`src/rtl/assert_macros.svh`:
```
// assertion helpers shared by the rtl
`ifndef ASSERT_MACROS_SVH
`define ASSERT_MACROS_SVH

// implication checked on every rising edge, held off during reset
`define ASSERT_IMPL(label, ante, cons, msg) \
  label: assert property (@(posedge clk) disable iff (!rst_n) (ante) |-> (cons)) \
    else $error(msg);

// consequence checked in the cycle after the antecedent
`define ASSERT_NEXT(label, ante, cons, msg) \
  label: assert property (@(posedge clk) disable iff (!rst_n) (ante) |=> (cons)) \
    else $error(msg);

`endif

```
`src/rtl/csp_pkg.sv`:
```
package csp_pkg;

  localparam int CHAR_W = 8;
  localparam int LEN_W  = 28;
  localparam int POS_W  = 32;
  localparam int CNT_W  = 12;
  localparam int CODE_W = 4;

  localparam logic [LEN_W-1:0] LEN_MAX = '1;
  localparam logic [CNT_W-1:0] CNT_MAX = '1;

  localparam logic [CHAR_W-1:0] CH_0  = 8'h30;
  localparam logic [CHAR_W-1:0] CH_9  = 8'h39;
  localparam logic [CHAR_W-1:0] CH_M  = 8'h4D;
  localparam logic [CHAR_W-1:0] CH_I  = 8'h49;
  localparam logic [CHAR_W-1:0] CH_D  = 8'h44;
  localparam logic [CHAR_W-1:0] CH_N  = 8'h4E;
  localparam logic [CHAR_W-1:0] CH_S  = 8'h53;
  localparam logic [CHAR_W-1:0] CH_H  = 8'h48;
  localparam logic [CHAR_W-1:0] CH_P  = 8'h50;
  localparam logic [CHAR_W-1:0] CH_EQ = 8'h3D;
  localparam logic [CHAR_W-1:0] CH_X  = 8'h58;

  typedef enum logic [CODE_W-1:0] {
    OP_M     = 4'd0,
    OP_I     = 4'd1,
    OP_D     = 4'd2,
    OP_N     = 4'd3,
    OP_S     = 4'd4,
    OP_H     = 4'd5,
    OP_P     = 4'd6,
    OP_EQ    = 4'd7,
    OP_X     = 4'd8,
    OP_OTHER = 4'd9,
    OP_TRAIL = 4'd10
  } op_code_t;

  typedef struct packed {
    logic             produce;
    op_code_t         code;
    logic [LEN_W-1:0] length;
    logic [POS_W-1:0] end_pos;
    logic [CNT_W-1:0] count;
    logic             ovf;
    logic             eos;
  } csp_result_t;

  function automatic op_code_t decode_op(input logic [CHAR_W-1:0] ch);
    op_code_t code;
    case (ch)
      CH_M:    code = OP_M;
      CH_I:    code = OP_I;
      CH_D:    code = OP_D;
      CH_N:    code = OP_N;
      CH_S:    code = OP_S;
      CH_H:    code = OP_H;
      CH_P:    code = OP_P;
      CH_EQ:   code = OP_EQ;
      CH_X:    code = OP_X;
      default: code = OP_OTHER;
    endcase
    return code;
  endfunction

  // operations that consume reference bases
  function automatic logic moves_ref(input op_code_t code);
    logic mv;
    case (code)
      OP_M, OP_D, OP_N, OP_EQ, OP_X: mv = 1'b1;
      default:                       mv = 1'b0;
    endcase
    return mv;
  endfunction

endpackage

```
`src/rtl/csp_state.sv`:
```
module csp_state
  import csp_pkg::*;
(
  input  logic              clk,
  input  logic              rst_n,
  input  logic              step_en,
  input  logic [CHAR_W-1:0] character,
  input  logic              first,
  input  logic [POS_W-1:0]  start_position,
  input  logic              last,
  output csp_result_t       res
);

  logic [LEN_W-1:0] acc_r, acc_nxt;
  logic             ovf_r, ovf_nxt;
  logic [POS_W-1:0] pos_r, pos_nxt;
  logic [CNT_W-1:0] cnt_r, cnt_nxt;

  logic [LEN_W-1:0] acc_base, acc_dig;
  logic             ovf_base, ovf_dig;
  logic [POS_W-1:0] pos_base, pos_op;
  logic [CNT_W-1:0] cnt_base, cnt_op;
  logic [31:0]      acc_sum;
  logic             is_digit;
  op_code_t         code;

  // first word restarts the string
  assign acc_base = first ? '0 : acc_r;
  assign ovf_base = first ? 1'b0 : ovf_r;
  assign cnt_base = first ? '0 : cnt_r;
  assign pos_base = first ? start_position : pos_r;

  assign is_digit = character inside {[CH_0:CH_9]};

  // acc*10 + digit as acc*8 + acc*2 + digit, fits 32 bits
  assign acc_sum = {1'b0, acc_base, 3'b000} + {3'b000, acc_base, 1'b0}
                 + {28'd0, character[3:0]};
  assign acc_dig = (|acc_sum[31:LEN_W]) ? LEN_MAX : acc_sum[LEN_W-1:0];
  assign ovf_dig = ovf_base | (|acc_sum[31:LEN_W]);

  assign code   = decode_op(character);
  assign pos_op = moves_ref(code) ? pos_base + {{(POS_W-LEN_W){1'b0}}, acc_base} : pos_base;
  assign cnt_op = (cnt_base != CNT_MAX) ? cnt_base + 1'b1 : cnt_base;

  always_comb begin
    res.eos = last;
    if (is_digit) begin
      res.produce = last;
      res.code    = OP_TRAIL;
      res.length  = acc_dig;
      res.ovf     = ovf_dig;
      res.end_pos = pos_base;
      res.count   = cnt_base;
      acc_nxt     = last ? '0 : acc_dig;
      ovf_nxt     = last ? 1'b0 : ovf_dig;
      pos_nxt     = pos_base;
      cnt_nxt     = cnt_base;
    end else begin
      res.produce = 1'b1;
      res.code    = code;
      res.length  = acc_base;
      res.ovf     = ovf_base;
      res.end_pos = pos_op;
      res.count   = cnt_op;
      acc_nxt     = '0;
      ovf_nxt     = 1'b0;
      pos_nxt     = pos_op;
      cnt_nxt     = cnt_op;
    end
  end

  always_ff @(posedge clk) begin
    if (!rst_n) begin
      acc_r <= '0;
      ovf_r <= 1'b0;
      pos_r <= '0;
      cnt_r <= '0;
    end else if (step_en) begin
      acc_r <= acc_nxt;
      ovf_r <= ovf_nxt;
      pos_r <= pos_nxt;
      cnt_r <= cnt_nxt;
    end
  end

endmodule

```
`src/rtl/cigar_string_parser.sv`:
```
// channel  | direction | words
// ---------+-----------+-----------------------------------------------
// in_      | slave     | one cigar character, first flag, start pos
// out_     | master    | one closed operation or trailing-digit end
//
// one character is taken every cycle unless the output is stalled; a word's result
// sits in the output register the cycle after acceptance
// the rate is set by the run-length update (acc*10+digit with saturation)
// and the position add, both done combinationally against the parse state
// a digit that is not last gives no word out
// reset is synchronous, active low, and clears the parse state and out valid
// a stalled output holds its word; a new character is taken only while the
// output register is empty or being emptied in the same cycle
`include "assert_macros.svh"

module cigar_string_parser
  import csp_pkg::*;
(
  input  logic        clk,
  input  logic        rst_n,
  input  logic        in_tvalid,
  output logic        in_tready,
  input  logic [39:0] in_tdata,   // character [7:0], start_position [39:8]
  input  logic        in_tuser,   // first
  input  logic        in_tlast,   // last
  output logic        out_tvalid,
  input  logic        out_tready,
  output logic [79:0] out_tdata,  // op_code [3:0], op_length [31:4],
                                  // end_position [63:32], op_count [75:64],
                                  // length_overflow [76], zero fill [79:77]
  output logic        out_tlast   // end_of_string
);

  csp_result_t res;
  logic        in_fire;

  logic        out_valid_r, out_valid_nxt;
  op_code_t    code_r;
  logic [LEN_W-1:0] len_r;
  logic [POS_W-1:0] pos_r;
  logic [CNT_W-1:0] cnt_r;
  logic        ovf_r;
  logic        eos_r;

  // skid-free: output register drains in the same cycle it is refilled
  assign in_tready = !out_valid_r || out_tready;
  assign in_fire   = in_tvalid && in_tready;

  csp_state u_state (
    .clk            (clk),
    .rst_n          (rst_n),
    .step_en        (in_fire),
    .character      (in_tdata[CHAR_W-1:0]),
    .first          (in_tuser),
    .start_position (in_tdata[CHAR_W+POS_W-1:CHAR_W]),
    .last           (in_tlast),
    .res            (res)
  );

  always_comb begin
    out_valid_nxt = out_valid_r;
    if (in_fire) begin
      out_valid_nxt = res.produce;
    end else if (out_tready) begin
      out_valid_nxt = 1'b0;
    end
  end

  always_ff @(posedge clk) begin
    if (!rst_n) begin
      out_valid_r <= 1'b0;
    end else begin
      out_valid_r <= out_valid_nxt;
    end
  end

  // payload: no reset needed
  always_ff @(posedge clk) begin
    if (in_fire && res.produce) begin
      code_r <= res.code;
      len_r  <= res.length;
      pos_r  <= res.end_pos;
      cnt_r  <= res.count;
      ovf_r  <= res.ovf;
      eos_r  <= res.eos;
    end
  end

  assign out_tvalid = out_valid_r;
  assign out_tdata  = {3'b000, ovf_r, cnt_r, pos_r, len_r, code_r};
  assign out_tlast  = eos_r;

  // trailing-digit results only ever come from the last character
  `ASSERT_IMPL(a_trail_is_end, out_tvalid && (code_r == OP_TRAIL), out_tlast,
               "trailing-digit result without end of string")
  // a saturated run shows the maximum length
  `ASSERT_IMPL(a_ovf_len_max, out_tvalid && ovf_r, len_r == LEN_MAX,
               "overflow flag without saturated length")
  // a closed operation always counts at least itself
  `ASSERT_IMPL(a_count_nonzero, out_tvalid && (code_r != OP_TRAIL), cnt_r != '0,
               "operation result with zero count")
  // a mid-string digit never produces a word
  `ASSERT_NEXT(a_digit_silent,
               in_fire && (in_tdata[7:0] >= CH_0) && (in_tdata[7:0] <= CH_9) && !in_tlast,
               !out_tvalid, "digit produced a result")

endmodule

```
`config.mk`:
```
export PLATFORM = sky130hd
export DESIGN_NAME = cigar_string_parser
export DESIGN_NICKNAME = d
export VERILOG_FILES = /design/src/rtl/csp_pkg.sv /design/src/rtl/csp_state.sv /design/src/rtl/cigar_string_parser.sv
export VERILOG_INCLUDE_DIRS = /design/src /design/src/rtl
export SDC_FILE = /design/constraint.sdc
export NUM_CORES = 1
export LEC_CHECK = 0
export BUFFER_PORTS_ARGS = -buffer_cell sky130_fd_sc_hd__buf_2
export CAP_MARGIN = 30
export CORE_MARGIN = 1
export CORE_UTILIZATION = 64
export CTS_CLUSTER_SIZE = 25
export DETAILED_ROUTE_END_ITERATION = 6
export GPL_TIMING_DRIVEN = 0
export HOLD_SLACK_MARGIN = 0.05
export PLACE_DENSITY = 0.83
export SLEW_MARGIN = 20
export SYNTH_ARGS = -nofsm -noshare
export SYNTH_HDL_FRONTEND = slang
export SYNTH_SLANG_ARGS = --single-unit
```
`constraint.sdc`:
```
create_clock -name clk -period 9.2 [get_ports clk]
set_input_delay 2.3 -clock clk [delete_from_list [all_inputs] [get_ports clk]]
set_output_delay 2.3 -clock clk [all_outputs]
set_load 0.05 [all_outputs]
```
==> results.md, run 1 <==
- The flow ran to the end, and the final reports show no timing, DRC or antenna violations.
- The tree built by TritonCTS fans out to between 150 and 200 sinks.
- The setup slack of the critical path after layout is roughly 1.1 ns.
- The delay of the slowest cell on the worst path is around 0.63 ns.
- The via count of the first global-routing pass is 8719.
- The clock reaches the later pin of the worst-skew pair after about 0.45 ns.
- After synthesis the netlist holds a flip-flop and latch count of 152.
- The startpoint type of the worst setup path is an input port.
- Clock tree synthesis inserted a total of 17 buffers.
- The core region is around 16000 µm².
- The switching share of total power is 30.5%.
- For the worst setup path, the data required time is 9.36 ns.
- Sequential cells were found to cover between 30 and 40% of the synthesized design area.
- TritonCTS built the clock tree.
- The average instance area after synthesis is approximately 9.0 µm².
- The power share of the combinational group is approximately 16%.
- The end of the worst register-to-register path is len_r[3].
- The final setup violation count is 0.
- After routing the design area is around 12000 µm².
- The critical path data arrival time is 8.23 ns.
- In this design, the largest share of critical-path delay is due to buffers and inverters.
- The type of the worst setup path is input port to flop.
- The width of the chip is 129 µm.
- For flop-to-flop paths, the worst setup slack is approximately 4.5 ns.
- Routability-driven placement finished with a final weighted congestion of approximately 0.99.
- The end of the worst hold path is u_state.pos_r[18].
- The worst flop-to-flop path startpoint is u_state.acc_r[0].
- In the synthesized netlist the dominant register cell turns out to be sky130_fd_sc_hd__edfxtp_1.
- The critical path contains buffers and inverters numbering 7 combined.
- In this run, flip-flops and latches consume approximately 43% of the power.
- Summed over all layers, the routed wires come to 30200 µm.
- The netlist area before placement is 10300 µm².
- Buffers added to address setup during post-CTS repair amount to 0.
- From synthesis to final layout, the design area changed by 15.0%.
- Power spread over the standard cell area amounts to about 150 nW/µm².
- The post-cts gate resize count is 0.
- Once placement finished, the instance area stood at ~11000 µm².
- The number of cells traversed by the worst hold path is 2.
- The critical-path cell with the highest stage delay is sky130_fd_sc_hd__clkbuf_1.
- Traced cell by cell, the critical path runs through buf_2, clkbuf_1, clkbuf_1, buf_1, nand2b_1, inv_1, ha_1, ha_1, fa_1, a211oi_1, o211ai_1, a311oi_1, a21oi_1, nor2_1, a31oi_1, nor3_1, buf_2, clkbuf_1, a2bb2oi_1.
- The power share of the clock group is between 40 and 50%.
- The remaining design rule violation count is 0.
- The maximum vdd ir drop is ~0.00014 V.
- The count of nets left with antenna violations once routing finished came out at 0.
- Entering global routing, the biggest net connects 54 pins.
- The cell that appears most often on the critical path is sky130_fd_sc_hd__clkbuf_1.
- The fraction of layout instances using a drive strength above 1 is around 16%.
- The die outline area is around 17000 µm².
- For this block, the initial DRC count from the detailed router was 1073.
- The hold-fix buffer count after cts is 0.
- The tree is rooted in a sky130_fd_sc_hd__clkbuf_16.
- The worst setup skew after layout is between 0.01 and 0.015 ns.
- Setup repair after global routing left no endpoint under its margin.
- The global-route wire length before repair is roughly 46000 µm.
- Along the worst path, the maximum fanout reaches 10.
- From bottom edge to top edge, the die measures ~130 µm.
- The tool flagged a number of max-cap violations equal to 0.
- The top-level port count is 129.
- The kind of end point of the critical path is a flop.
- The leftover overflow at the end of global routing is 0.
- In this run the tightest slew margin relative to its limit is about a fifth.
- The first detailed-routing pass ran for 6 iterations.
- The number of antenna diodes in the final layout is 0.
- The setup TNS is 0 ns.
- The final layout contains approximately 1400 nets.
- Cell internal power was estimated by the tool at roughly 1200 µW.
- The count of H-tree levels built during CTS is 4.
- The worst slack after detailed placement is 0.603 ns.
- The final-report hold violation count is 0.
- No sink is reached through more buffers than the 2 on the longest clock path.
- For this run, asynchronously set or reset flops after synthesis account for 0%.
- In this run the static leakage power is about 0.0052 µW.
- The hold path startpoint is u_state.pos_r[18].
- After layout, the minimum clock period comes to roughly 8 ns.
- Row generation in the floorplan step produced 46 rows.
- The average wire per cell in the routed design is approximately 20 µm.
- The switching power total is between 500 and 600 µW.
- Buffers placed on the I/O ports in this run total 124.
- In the routed layout, each cell is associated on average with a via count of 6.35.
- Once the floorplan was initialized, standard cells occupied roughly 65% of the core.
- Synthesis handed over a netlist of between 1000 and 1500 instances.
- The tightest hold margin is roughly 0.46 ns.
- The initial antenna violation count is 0.
- The combined global-route utilization of all metal layers is 36.5%.
- Of the available clock period, the critical path in the final layout requires 87.8%.
- The total number of yosys warnings is 0.
- For the pin with the worst max-slew slack, the measured transition is 1.22 ns.
- The worst reg2reg path depth is 14.
- Yosys mapped the design onto roughly 70 distinct sky130hd cell types.
- The post-CTS clock slew at the launch and capture registers of the worst setup and hold paths is 0.07 ns.
- Detailed placement ended at an HPWL of around 23000 µm.
- The detailed router placed just under 10000 vias in this run.
- The number of pins with negative max-slew slack in the final report is 0.
- The type of the worst min-delay path is flop to flop.
- The maximum clock frequency is ~120 MHz.
- The number of synthesized flops with an enable pin is 78.
- The fraction of the core area covered by cells at the end of the flow is around 75%.
[stage by stage]
step | total power (µW) | instances
final | 1790 | 1519
after global routing | 1830 | 1519
after CTS | 1770 | 1518
after detailed placement | 1060 | 1486
after global placement | 1050 | 1485
after floorplan | 982 | 1145
[per-layer routing]
layer | wire [µm] | GRT usage (%) | vias up
met1 | 12900 | 48.0 | 4506
met2 | 14100 | 60.1 | 518
met5 | 0 | 0 | -
li1 | - | - | 4525
met3 | 2260 | 4.91 | 94
met4 | 997 | 16.0 | 0
[state kept, by name, summed over array words and instances, names as in the netlist]
signal,cells
pos_r,32
ovf_r,1
u_state.acc_r,28
u_state.ovf_r,1
cnt_r,12
u_state.cnt_r,12
len_r,28
code_r,4
out_tlast,1
u_state.pos_r,32
out_tvalid,1
[placed cells by master, fill, tap and decap left out, types with 8 or more instances in the layout]
cell type and n:
sky130_fd_sc_hd__buf_2 126, sky130_fd_sc_hd__nand2_1 112, sky130_fd_sc_hd__nor2_1 111, sky130_fd_sc_hd__a21oi_1 92, sky130_fd_sc_hd__ha_1 84, sky130_fd_sc_hd__edfxtp_1 78
sky130_fd_sc_hd__dfxtp_1 74, sky130_fd_sc_hd__clkbuf_1 58, sky130_fd_sc_hd__o21ai_0 58, sky130_fd_sc_hd__xnor2_1 36, sky130_fd_sc_hd__nor2b_1 35, sky130_fd_sc_hd__mux2_2 34
sky130_fd_sc_hd__nor3_1 27, sky130_fd_sc_hd__a31oi_1 26, sky130_fd_sc_hd__xor2_1 26, sky130_fd_sc_hd__a21o_1 21, sky130_fd_sc_hd__inv_1 20, sky130_fd_sc_hd__nand2b_1 20
sky130_fd_sc_hd__clkbuf_16 17, sky130_fd_sc_hd__a221o_1 16, sky130_fd_sc_hd__nand3_1 14, sky130_fd_sc_hd__nand4_1 12, sky130_fd_sc_hd__and3_1 11, sky130_fd_sc_hd__mux2i_1 11
sky130_fd_sc_hd__a22o_1 11, sky130_fd_sc_hd__and2_1 9, sky130_fd_sc_hd__a211oi_1 9, sky130_fd_sc_hd__a2bb2oi_1 9, sky130_fd_sc_hd__o21ai_1 8, sky130_fd_sc_hd__o211ai_1 8
sky130_fd_sc_hd__o21bai_1 8
[synth_stat cells (12+ instances only)]
cell	count	area, µm²
sky130_fd_sc_hd__xor2_1	26	228
sky130_fd_sc_hd__inv_1	21	78.8
sky130_fd_sc_hd__a31oi_1	26	163
sky130_fd_sc_hd__mux2_2	34	383
sky130_fd_sc_hd__ha_1	84	1050
sky130_fd_sc_hd__a221o_1	16	160
sky130_fd_sc_hd__dfxtp_1	74	1480
sky130_fd_sc_hd__clkbuf_1	58	218
sky130_fd_sc_hd__nand3_1	14	70.1
sky130_fd_sc_hd__nor2_1	111	417
sky130_fd_sc_hd__xnor2_1	36	315
sky130_fd_sc_hd__nand2_1	112	420
sky130_fd_sc_hd__nor3_1	27	135
sky130_fd_sc_hd__nand4_1	12	75.1
sky130_fd_sc_hd__o21ai_0	58	290
sky130_fd_sc_hd__nand2b_1	20	125
sky130_fd_sc_hd__edfxtp_1	78	2340
sky130_fd_sc_hd__a21oi_1	92	460
sky130_fd_sc_hd__a21o_1	21	158
sky130_fd_sc_hd__nor2b_1	35	219
[tightest hold or removal path: cells and delay by family, from the launching register on]
kind               cells  cell delay, ns
DFF                    1            0.31
and+or+nand+nor        1            0.05
AOI/OAI and AO/OA      1            0.05
[kinds of logic after synthesis]
| kind of cell | synth area share [%] |
|---|---|
| AOI/OAI and AO/OA | 21.2 |
| xor gates and xnor gates | 5.26 |
| adders and majority gates | 10.6 |
| buffers and inverters | 3.40 |
| DFF | 37.1 |
| muxes | 4.78 |
| other | 0.0363 |
| and+or+nand+nor | 17.7 |
[power by group through the flow]
| stage | clock, µW | combinational (µW) | sequential, µW |
|---|---|---|---|
| 2_1_floorplan | 0 | 122 | 860 |
| 3_3_place_gp | 0 | 275 | 779 |
| 3_5_place_dp | 0 | 281 | 778 |
| 4_1_cts | 728 | 283 | 763 |
| 5_1_grt | 756 | 304 | 767 |
| 6_report | 738 | 286 | 763 |
[how the worst max path moves through the flow]
stage / startpoint / endpoint / slack (ns) / cells past startpoint
after floorplan: in_tuser / u_state.acc_r[12] / 2.52 / 18
after global placement: in_tuser / u_state.acc_r[17] / 0.68 / 20
after detailed placement: in_tuser / u_state.acc_r[15] / 0.60 / 20
after CTS: in_tuser / u_state.acc_r[15] / 0.98 / 20
after global routing: in_tuser / u_state.acc_r[17] / 0.86 / 21
final: in_tuser / len_r[3] / 1.12 / 19
[cell type report]
cell class | instances | area, µm²
plain buffers | 67 | 268
clock buffers | 17 | 425
multi-input cells | 904 | 6160
flip-flops and latches | 152 | 3820
inverters | 22 | 85.1
clock inverters | 15 | 184
fillers | 1192 | 3960
repair buffers | 126 | 653
well taps | 216 | 270
No activity file was read; power rests on OpenSTA's default activity.
==> run 2: changes to the inputs <==
ABC_AREA = 1   (was unset)
CORE_UTILIZATION = 65   (was 64)
==> run 2 against run 1 <==
Compared with the run above:
- critical path depth is 2 higher
- largest cell class unchanged
- global-route usage is 3.8 points higher
- combinational power is 7.7% higher
- highest routed layer is now met5
- area after synthesis is 14% higher
- utilization is 0.98 points higher
- worst setup slack better by 1.7 ns
==> results.md, run 2 <==
- The flow ran to the end, and the final reports show no timing, DRC or antenna violations.
- Setup repair after global routing left no endpoint under its margin.
- The number of placement rows is 48.
- The final estimated routing congestion in global placement is 0.984.
- Power spread over the standard cell area amounts to around 130 nW/µm².
- The most common library cell in the layout ignoring fill and taps is sky130_fd_sc_hd__nand2_1.
- The initial antenna violation count was 1.
- The critical-path cell with the highest stage delay is sky130_fd_sc_hd__buf_2.
- STA puts the critical path data required time at 9.34 ns.
- The floorplan step defined a die boundary enclosing about 19000 µm².
- Yosys attributes the largest share of cell area to sky130_fd_sc_hd__edfxtp_1, sky130_fd_sc_hd__nand2_1, sky130_fd_sc_hd__dfxtp_1.
- The worst setup path is launched from an input port.
- The routed design has ~37000 µm of wire.
- The measured slew at the worst slew-check pin is ~0.92 ns.
- From synthesis to final layout, the design area changed by 13.0%.
- The worst path uses roughly 69% of the clock period.
- STA classifies the critical path endpoint as a flop.
- The critical path's top delay family is buffers and inverters.
- The clock root buffer master is sky130_fd_sc_hd__clkbuf_16.
- The overall via count from detail_route is ~12000.
- The fraction of layout instances using a drive strength above 1 is between 10% and 20%.
- Summing the sequential cell areas from Yosys gives between 30% and 40% of the chip area.
- The number of DRC violations after detailed-routing iteration 0 is between 1000 and 1500.
- The netlist area before placement is roughly 12000 µm².
- VDD sags by at most about 0.00016 V.
- The Yosys step of the flow raised 0 warnings.
- 0 antenna diodes ended up in the layout.
- The post-route minimum period is roughly 6.4 ns.
- Before antenna repair, the detailed router went through 6 iterations.
- The buffers plus inverters on the worst setup path is 7.
- On the worst path, the slowest cell contributes a delay of roughly 0.44 ns.
- The detailed-placement wirelength estimate is 27800 µm.
- Summed over all failing endpoints, the final setup total negative slack is 0 ns.
- The library cells used most frequently in the layout, excluding fill and tap cells, are sky130_fd_sc_hd__nand2_1, sky130_fd_sc_hd__inv_1, sky130_fd_sc_hd__buf_2.
- The longest clock path from root to sink contains 2 buffers.
- In this run the tightest slew margin relative to its limit is 38.5%.
- After filler insertion, the fill cell instance count of the layout stands at between 1000 and 1500.
- The largest fanout on the critical path is 10.
- Counting instances in the post-synthesis netlist gives the leading cell types as sky130_fd_sc_hd__nand2_1, sky130_fd_sc_hd__inv_1, sky130_fd_sc_hd__nor2_1.
- Once the floorplan was initialized, standard cells occupied between 60% and 70% of the core.
- After clock tree synthesis, the clock-pin slew on the worst setup and hold paths is 0.07 ns.
- The critical path goes through buf_2, buf_6, buf_2, buf_2, buf_1, nor2_1, ha_1, ha_1, nand2_1, inv_1, a21oi_1, nand3_2, nand2_1, nand2_1, nand2_1, nand2_1, nor2_2, buf_2, nand3_1, nand2_1, o21ai_0.
- Summed over all instances, the cell type with the most area after synthesis is sky130_fd_sc_hd__edfxtp_1.
- The clock reaches the later pin of the worst-skew pair after roughly 0.45 ns.
- The global-route wire length before repair is 57000 µm.
- The number of nets in the final layout is ~2000.
- The number of sinks driven by the clock tree is 152.
- between 100 and 150 I/O pins were placed.
- The core outline area is approximately 17000 µm².
- The share of synthesized area in the top cell type comes to approximately a fifth.
- The largest net degree at the start of global routing is 55.
- The max-cap violation count is 0.
- The register bit count reported by yosys is ~150.
- The count of H-tree levels built during CTS is 4.
- The die is roughly 140 µm wide.
- The type of the worst min-delay path is flop to flop.
- The internal power component is about 1200 µW.
- The post-detailed-route count of antenna-violating nets is 0.
- The number of synthesized flops with an enable pin is ~80.
- In this run, post-CTS repair resized a total of 0 instances.
- Of all flip-flops after synthesis, the portion carrying an async set or reset was 0%.
- In this run, CTS created clock tree buffers numbering 17.
- The number of pins with negative max-slew slack in the final report is 0.
- Derived from the worst setup path, the maximum achievable clock frequency is 157 MHz.
- The relative contribution of sequential cells to total power is 43.2%.
- The final-report hold violation count is 0.
- The switching share of total power is 33.0%.
- The per-cell via count in the routed design is 5.79.
- Data arrives at the worst endpoint at roughly 6.5 ns.
- Averaged over all synthesized cells, the footprint is 6.75 µm².
- The most used cell along the critical path is sky130_fd_sc_hd__nand2_1.
- Overall power consumption after layout is estimated at 1770 µW.
- The worst setup skew after layout is around 0.014 ns.
- The worst setup path is of the input port to flop kind.
- The overall die height is 136 µm.
- Setup violations remaining at the end of the flow were counted as 0.
- After global routing the overflow that remains totals 0.
- Synthesis produced between 1500 and 2000 cells.
- The number of distinct standard cells referenced by the synthesized netlist is 46.
- The most used flip-flop cell after synthesis is sky130_fd_sc_hd__edfxtp_1.
- The hold-fix buffer count after cts is 0.
- The remaining design rule violation count is 0.
- The power share of the clock group is about 40%.
- The power share of the combinational group is between 10% and 20%.
- The largest registers in the layout are pos_r: 32 flops, u_state.pos_r: 32 flops.
- Summed over all cells, the static leakage comes to roughly 0.007 µW.
- Global routing used around two fifths of the available tracks.
- The average wire per cell in the routed design is 17.4 µm.
- Post-CTS timing repair inserted 0 buffers for setup.
- The via count of the first global-routing pass was roughly 11000.
- The fraction of the core area covered by cells at the end of the flow is between 70% and 80%.
- In this run the power spent charging and discharging nets is slightly below 600 µW.
- The most frequent cell after synthesis is sky130_fd_sc_hd__nand2_1.
- TritonCTS built the clock tree.
- The number of port buffers is 125.
[run 2: layer usage]
layer  part of all wire (%)  vias to the layer above  global-route usage (%)
met4                    4.2                        2                    19.3
met2                     46                      776                    65.2
met3                     10                      152                    7.08
li1                       -                     5854                       -
met1                     40                     5513                    51.8
met5                  0.035                        -                       0
[run 2: logic make-up after synthesis]
logic type / after synthesis / synth area share [%]
xor gates and xnor gates: 41 / 3.06
and+or+nand+nor: 834 / 30.1
AOI/OAI and AO/OA: 279 / 12.9
DFF: 152 / 32.5
adders and majority gates: 86 / 9.28
other: 1 / 0.0319
buffers and inverters: 347 / 12.0
[run 2: layout make-up]
cell class	count	area, µm²	share of cell area, %
multi-input cells	1243	6520	49.1
flip-flops and latches	152	3820	28.8
inverters	289	1090	8.19
repair buffers	126	653	4.92
clock buffers	17	425	3.20
plain buffers	58	328	2.47
well taps	225	282	2.12
clock inverters	15	153	1.15
[run 2: path summary, 6_finish.rpt]
kind,from,end,slack (ns),cells past startpoint
worst max register to register,u_state.acc_r[0],len_r[8],5.55,19
worst min-delay path,u_state.acc_r[17],u_state.acc_r[17],0.47,2
worst max-delay path,in_tuser,len_r[8],2.83,21
worst min register to register,u_state.acc_r[17],u_state.acc_r[17],0.47,2
[run 2: tightest hold or removal path: stages (launching register included)]
cell and delay (ns):
sky130_fd_sc_hd__dfxtp_1 0.31, sky130_fd_sc_hd__nand2_1 0.06, sky130_fd_sc_hd__a21oi_1 0.05
[run 2: power by group through the flow]
stage          combinational, µW  clock, µW  sequential, µW
6_report                     308        700             767
5_1_grt                      327        721             770
3_3_place_gp                 286          0             781
2_1_floorplan                131          0             862
3_5_place_dp                 296          0             781
4_1_cts                      301        693             767
[run 2: per-stage QoR]
step	hold WS, ns	worst slack (ns)	cells	area (µm²)
floorplan	0.445	3.70	1742	11800
global placement	0.452	2.69	2092	12700
detailed placement	0.456	2.60	2093	12700
CTS	0.467	3.01	2125	13300
global route	0.485	2.60	2125	13300
finish	0.467	2.83	2125	13300
==> run 3: changes to the inputs <==
CORE_UTILIZATION = 55   (was 65)
PLACE_DENSITY = 0.75   (was 0.83)
clock period = 5.6 ns   (was 9.2 ns; I/O delays follow)
==> run 3 against run 2 <==
Compared with the run above:
- wire length is 4.2% lower
- critical endpoint is now len_r[9]
- sequential power increased by 64%
- register-to-register slack lost 3.5 ns
- global-route usage decreased by 7.9 points
- first-iteration DRC count shrank 16%
- non-clock buffer count shrank 1
- highest routed layer is now met4
- final cell count grew 2.3%
- utilization shrank 12 points
- sequential cell count is the same
- hold slack lost 0.0019 ns
- power is 63% higher
- design area increased by 0.36%
==> results.md, run 3 (synthesized netlist as in run 2, its figures left out) <==
- The run finished with clean final reports.
- The worst flop-to-flop path startpoint is u_state.acc_r[0].
- The worst setup skew after layout is ~0.014 ns.
- The detailed-router iteration count before antenna repair is 7.
- 0 antenna diodes ended up in the layout.
- The leftover overflow at the end of global routing is 0.
- The fraction of the core area covered by cells at the end of the flow is between 60% and 70%.
- The top-level port count is between 100 and 150.
- The die covers approximately 22000 µm².
- The detailed-placement wirelength estimate is between 20000 and 30000 µm.
- The largest buffer count on any clock path is 2.
- The number of buffers added for setup after CTS is 0.
- The final period utilization is between 90% and 100%.
- For this run, the post-layout net count is between 2000 and 2500.
- Clock-pin slew was measured on the worst setup and hold paths at about 0.060 ns.
- IR analysis of the VDD net gives a maximum drop of 0.000215 V.
- The largest net degree at the start of global routing is between 50 and 60.
- The tightest hold margin is roughly 0.47 ns.
- The average wire per cell in the routed design is around 16 µm.
- The global-route wire length before repair is 54700 µm.
- The start point of the critical path is in_tuser.
- Counting cells, the worst reg-to-reg path comes to 19.
- Across the run, the number of max-cap violations was 0.
- The worst setup path is captured at a flop.
- Leaving out fill and tap cells, the most frequent cells in the layout are sky130_fd_sc_hd__nand2_1, sky130_fd_sc_hd__inv_1, sky130_fd_sc_hd__buf_2.
- The floorplan step set the die height to between 100 and 150 µm.
- The worst pin sits at a relative slew slack of 43.3%.
- The setup TNS is 0 ns.
- The final-report hold violation count is 0.
- The number of pins with negative max-slew slack in the final report is 0.
- After detailed routing, the total wire length is around 35000 µm.
- The initial antenna violation count was 0.
- For the finished layout, the period the worst path requires is 5.27 ns.
- The number of port buffers is about 130.
- In this run the remaining antenna-violating nets after routing total 0.
- Cells with a size suffix above 1 make up between 10% and 20% of the layout.
- The most common library cell in the layout ignoring fill and taps is sky130_fd_sc_hd__nand2_1.
- The largest fanout on the critical path is 19.
- The floorplan has between 50 and 60 rows.
- The post-cts gate resize count is 0.
- The worst path required time is approximately 5.7 ns.
- The largest registers in the layout are pos_r: 32 flops, u_state.pos_r: 32 flops.
- The fill cell total of the finished layout is 2037.
- STA classifies the critical path startpoint as an input port.
- The power density over cell area is about 220 nW/µm².
- The final estimated routing congestion in global placement is slightly below 1.
- The total CTS buffers is 17.
- Clock latency on the worst-skew pair, taken at its later pin, is between 0.4 and 0.5 ns.
- The endpoint identified for the worst register-to-register timing path is len_r[9].
- The leakage power of the design is about 0.0071 µW.
- The per-cell via count in the routed design is 5.34.
- The setup path with the least slack is of type input port to flop.
- The CTS tree is done.
- The number of DRC violations after detailed-routing iteration 0 is 1034.
- The die is 148 µm wide.
- The overall via count from detail_route is between 10000 and 15000.
- The clock root buffer master is sky130_fd_sc_hd__clkbuf_16.
- The core outline area is between 20000 and 25000 µm².
- Setup violations remaining at the end of the flow were counted as 0.
- The type of the worst min-delay path is flop to flop.
- In this run the number of H-tree levels came out at 4.
- The initial standard-cell utilization of the core is a little under three fifths.
- At the pin with the least slew margin, the transition time is between 0.8 and 0.9 ns.
- Setup repair after global routing left no endpoint under its margin.
- The setup slack of the most critical reg-to-reg path is around 2.0 ns.
- Following the worst setup path forward leads to its endpoint at len_r[9].
- For this design, the CTS-stage hold fixing added 0 buffers.
- In the routed design, unresolved DRC markers number 0.
- The post-synthesis to final-layout area growth is 13.4%.
- The via count of the first global-routing pass came to roughly 10000.
- The maximum clock frequency is 190 MHz.
- The number of sinks driven by the clock tree is roughly 150.
- The critical path data arrival time is 5.41 ns.
- Global routing used 32.4% of the available tracks.
-- run 3: worst max-delay path, cell delays in order --
cell and delay [ns]:
sky130_fd_sc_hd__buf_2 0.20, sky130_fd_sc_hd__buf_6 0.20, sky130_fd_sc_hd__buf_2 0.26, sky130_fd_sc_hd__buf_2 0.51, sky130_fd_sc_hd__nor2_1 0.26, sky130_fd_sc_hd__ha_1 0.39, sky130_fd_sc_hd__fa_1 0.49, sky130_fd_sc_hd__nand3_1 0.11
sky130_fd_sc_hd__nand3_1 0.17, sky130_fd_sc_hd__nand3_1 0.14, sky130_fd_sc_hd__nand3_2 0.16, sky130_fd_sc_hd__nand2_1 0.13, sky130_fd_sc_hd__nand2_1 0.06, sky130_fd_sc_hd__nand2_1 0.05, sky130_fd_sc_hd__nand2_1 0.06, sky130_fd_sc_hd__nor2_2 0.20
sky130_fd_sc_hd__buf_2 0.25, sky130_fd_sc_hd__nand3_1 0.14, sky130_fd_sc_hd__nand2_1 0.09, sky130_fd_sc_hd__o21ai_0 0.13
-- run 3: how the worst min path moves through the flow --
stage                       from                end  slack, ns  cells after the start
2_1_floorplan   u_state.acc_r[0]   u_state.acc_r[0]       0.45                      2
3_3_place_gp       u_state.ovf_r      u_state.ovf_r       0.45                      2
3_5_place_dp    u_state.acc_r[1]   u_state.acc_r[1]       0.46                      2
4_1_cts        u_state.acc_r[10]  u_state.acc_r[10]       0.47                      2
5_1_grt        u_state.acc_r[15]  u_state.acc_r[15]       0.49                      2
6_report       u_state.acc_r[17]  u_state.acc_r[17]       0.47                      2
-- run 3: report_power, final --
part           switching, µW  internal [µW]  leakage, µW
Sequential              18.1           1240      0.00138
Combinational            369            120      0.00548
Clock                    527            624     0.000280
-- run 3: routing by layer --
layer / up-vias / wire (µm) / share of wire, % / global-route usage [%]
met5: - / 0 / 0 / 0
met4: 0 / 780 / 2.2 / 11.0
met3: 52 / 2350 / 6.6 / 3.96
met2: 437 / 15900 / 45 / 51.9
met1: 5273 / 16300 / 46 / 45.1
li1: 5850 / - / - / -
-- run 3: stage by stage --
stage | worst slack, ns | area (µm²) | cells | power (µW)
4_1_cts | 0.191 | 13300 | 2175 | 2900
6_report | 0.325 | 13300 | 2174 | 2900
5_1_grt | 0.115 | 13300 | 2174 | 2990
3_3_place_gp | -0.156 | 12700 | 2142 | 1760
2_1_floorplan | 1.00 | 11800 | 1742 | 1630
3_5_place_dp | -0.253 | 12800 | 2143 | 1770
-- run 3: area by class of cell --
class	instances	area (µm²)	area share, %
multi-input combinational	1243	6520	49.0
sequential	152	3820	28.7
inverter	289	1090	8.16
timing repair buffer	126	653	4.90
clock buffer	18	429	3.22
tap	275	344	2.58
buffer	57	324	2.43
clock inverter	14	138	1.03
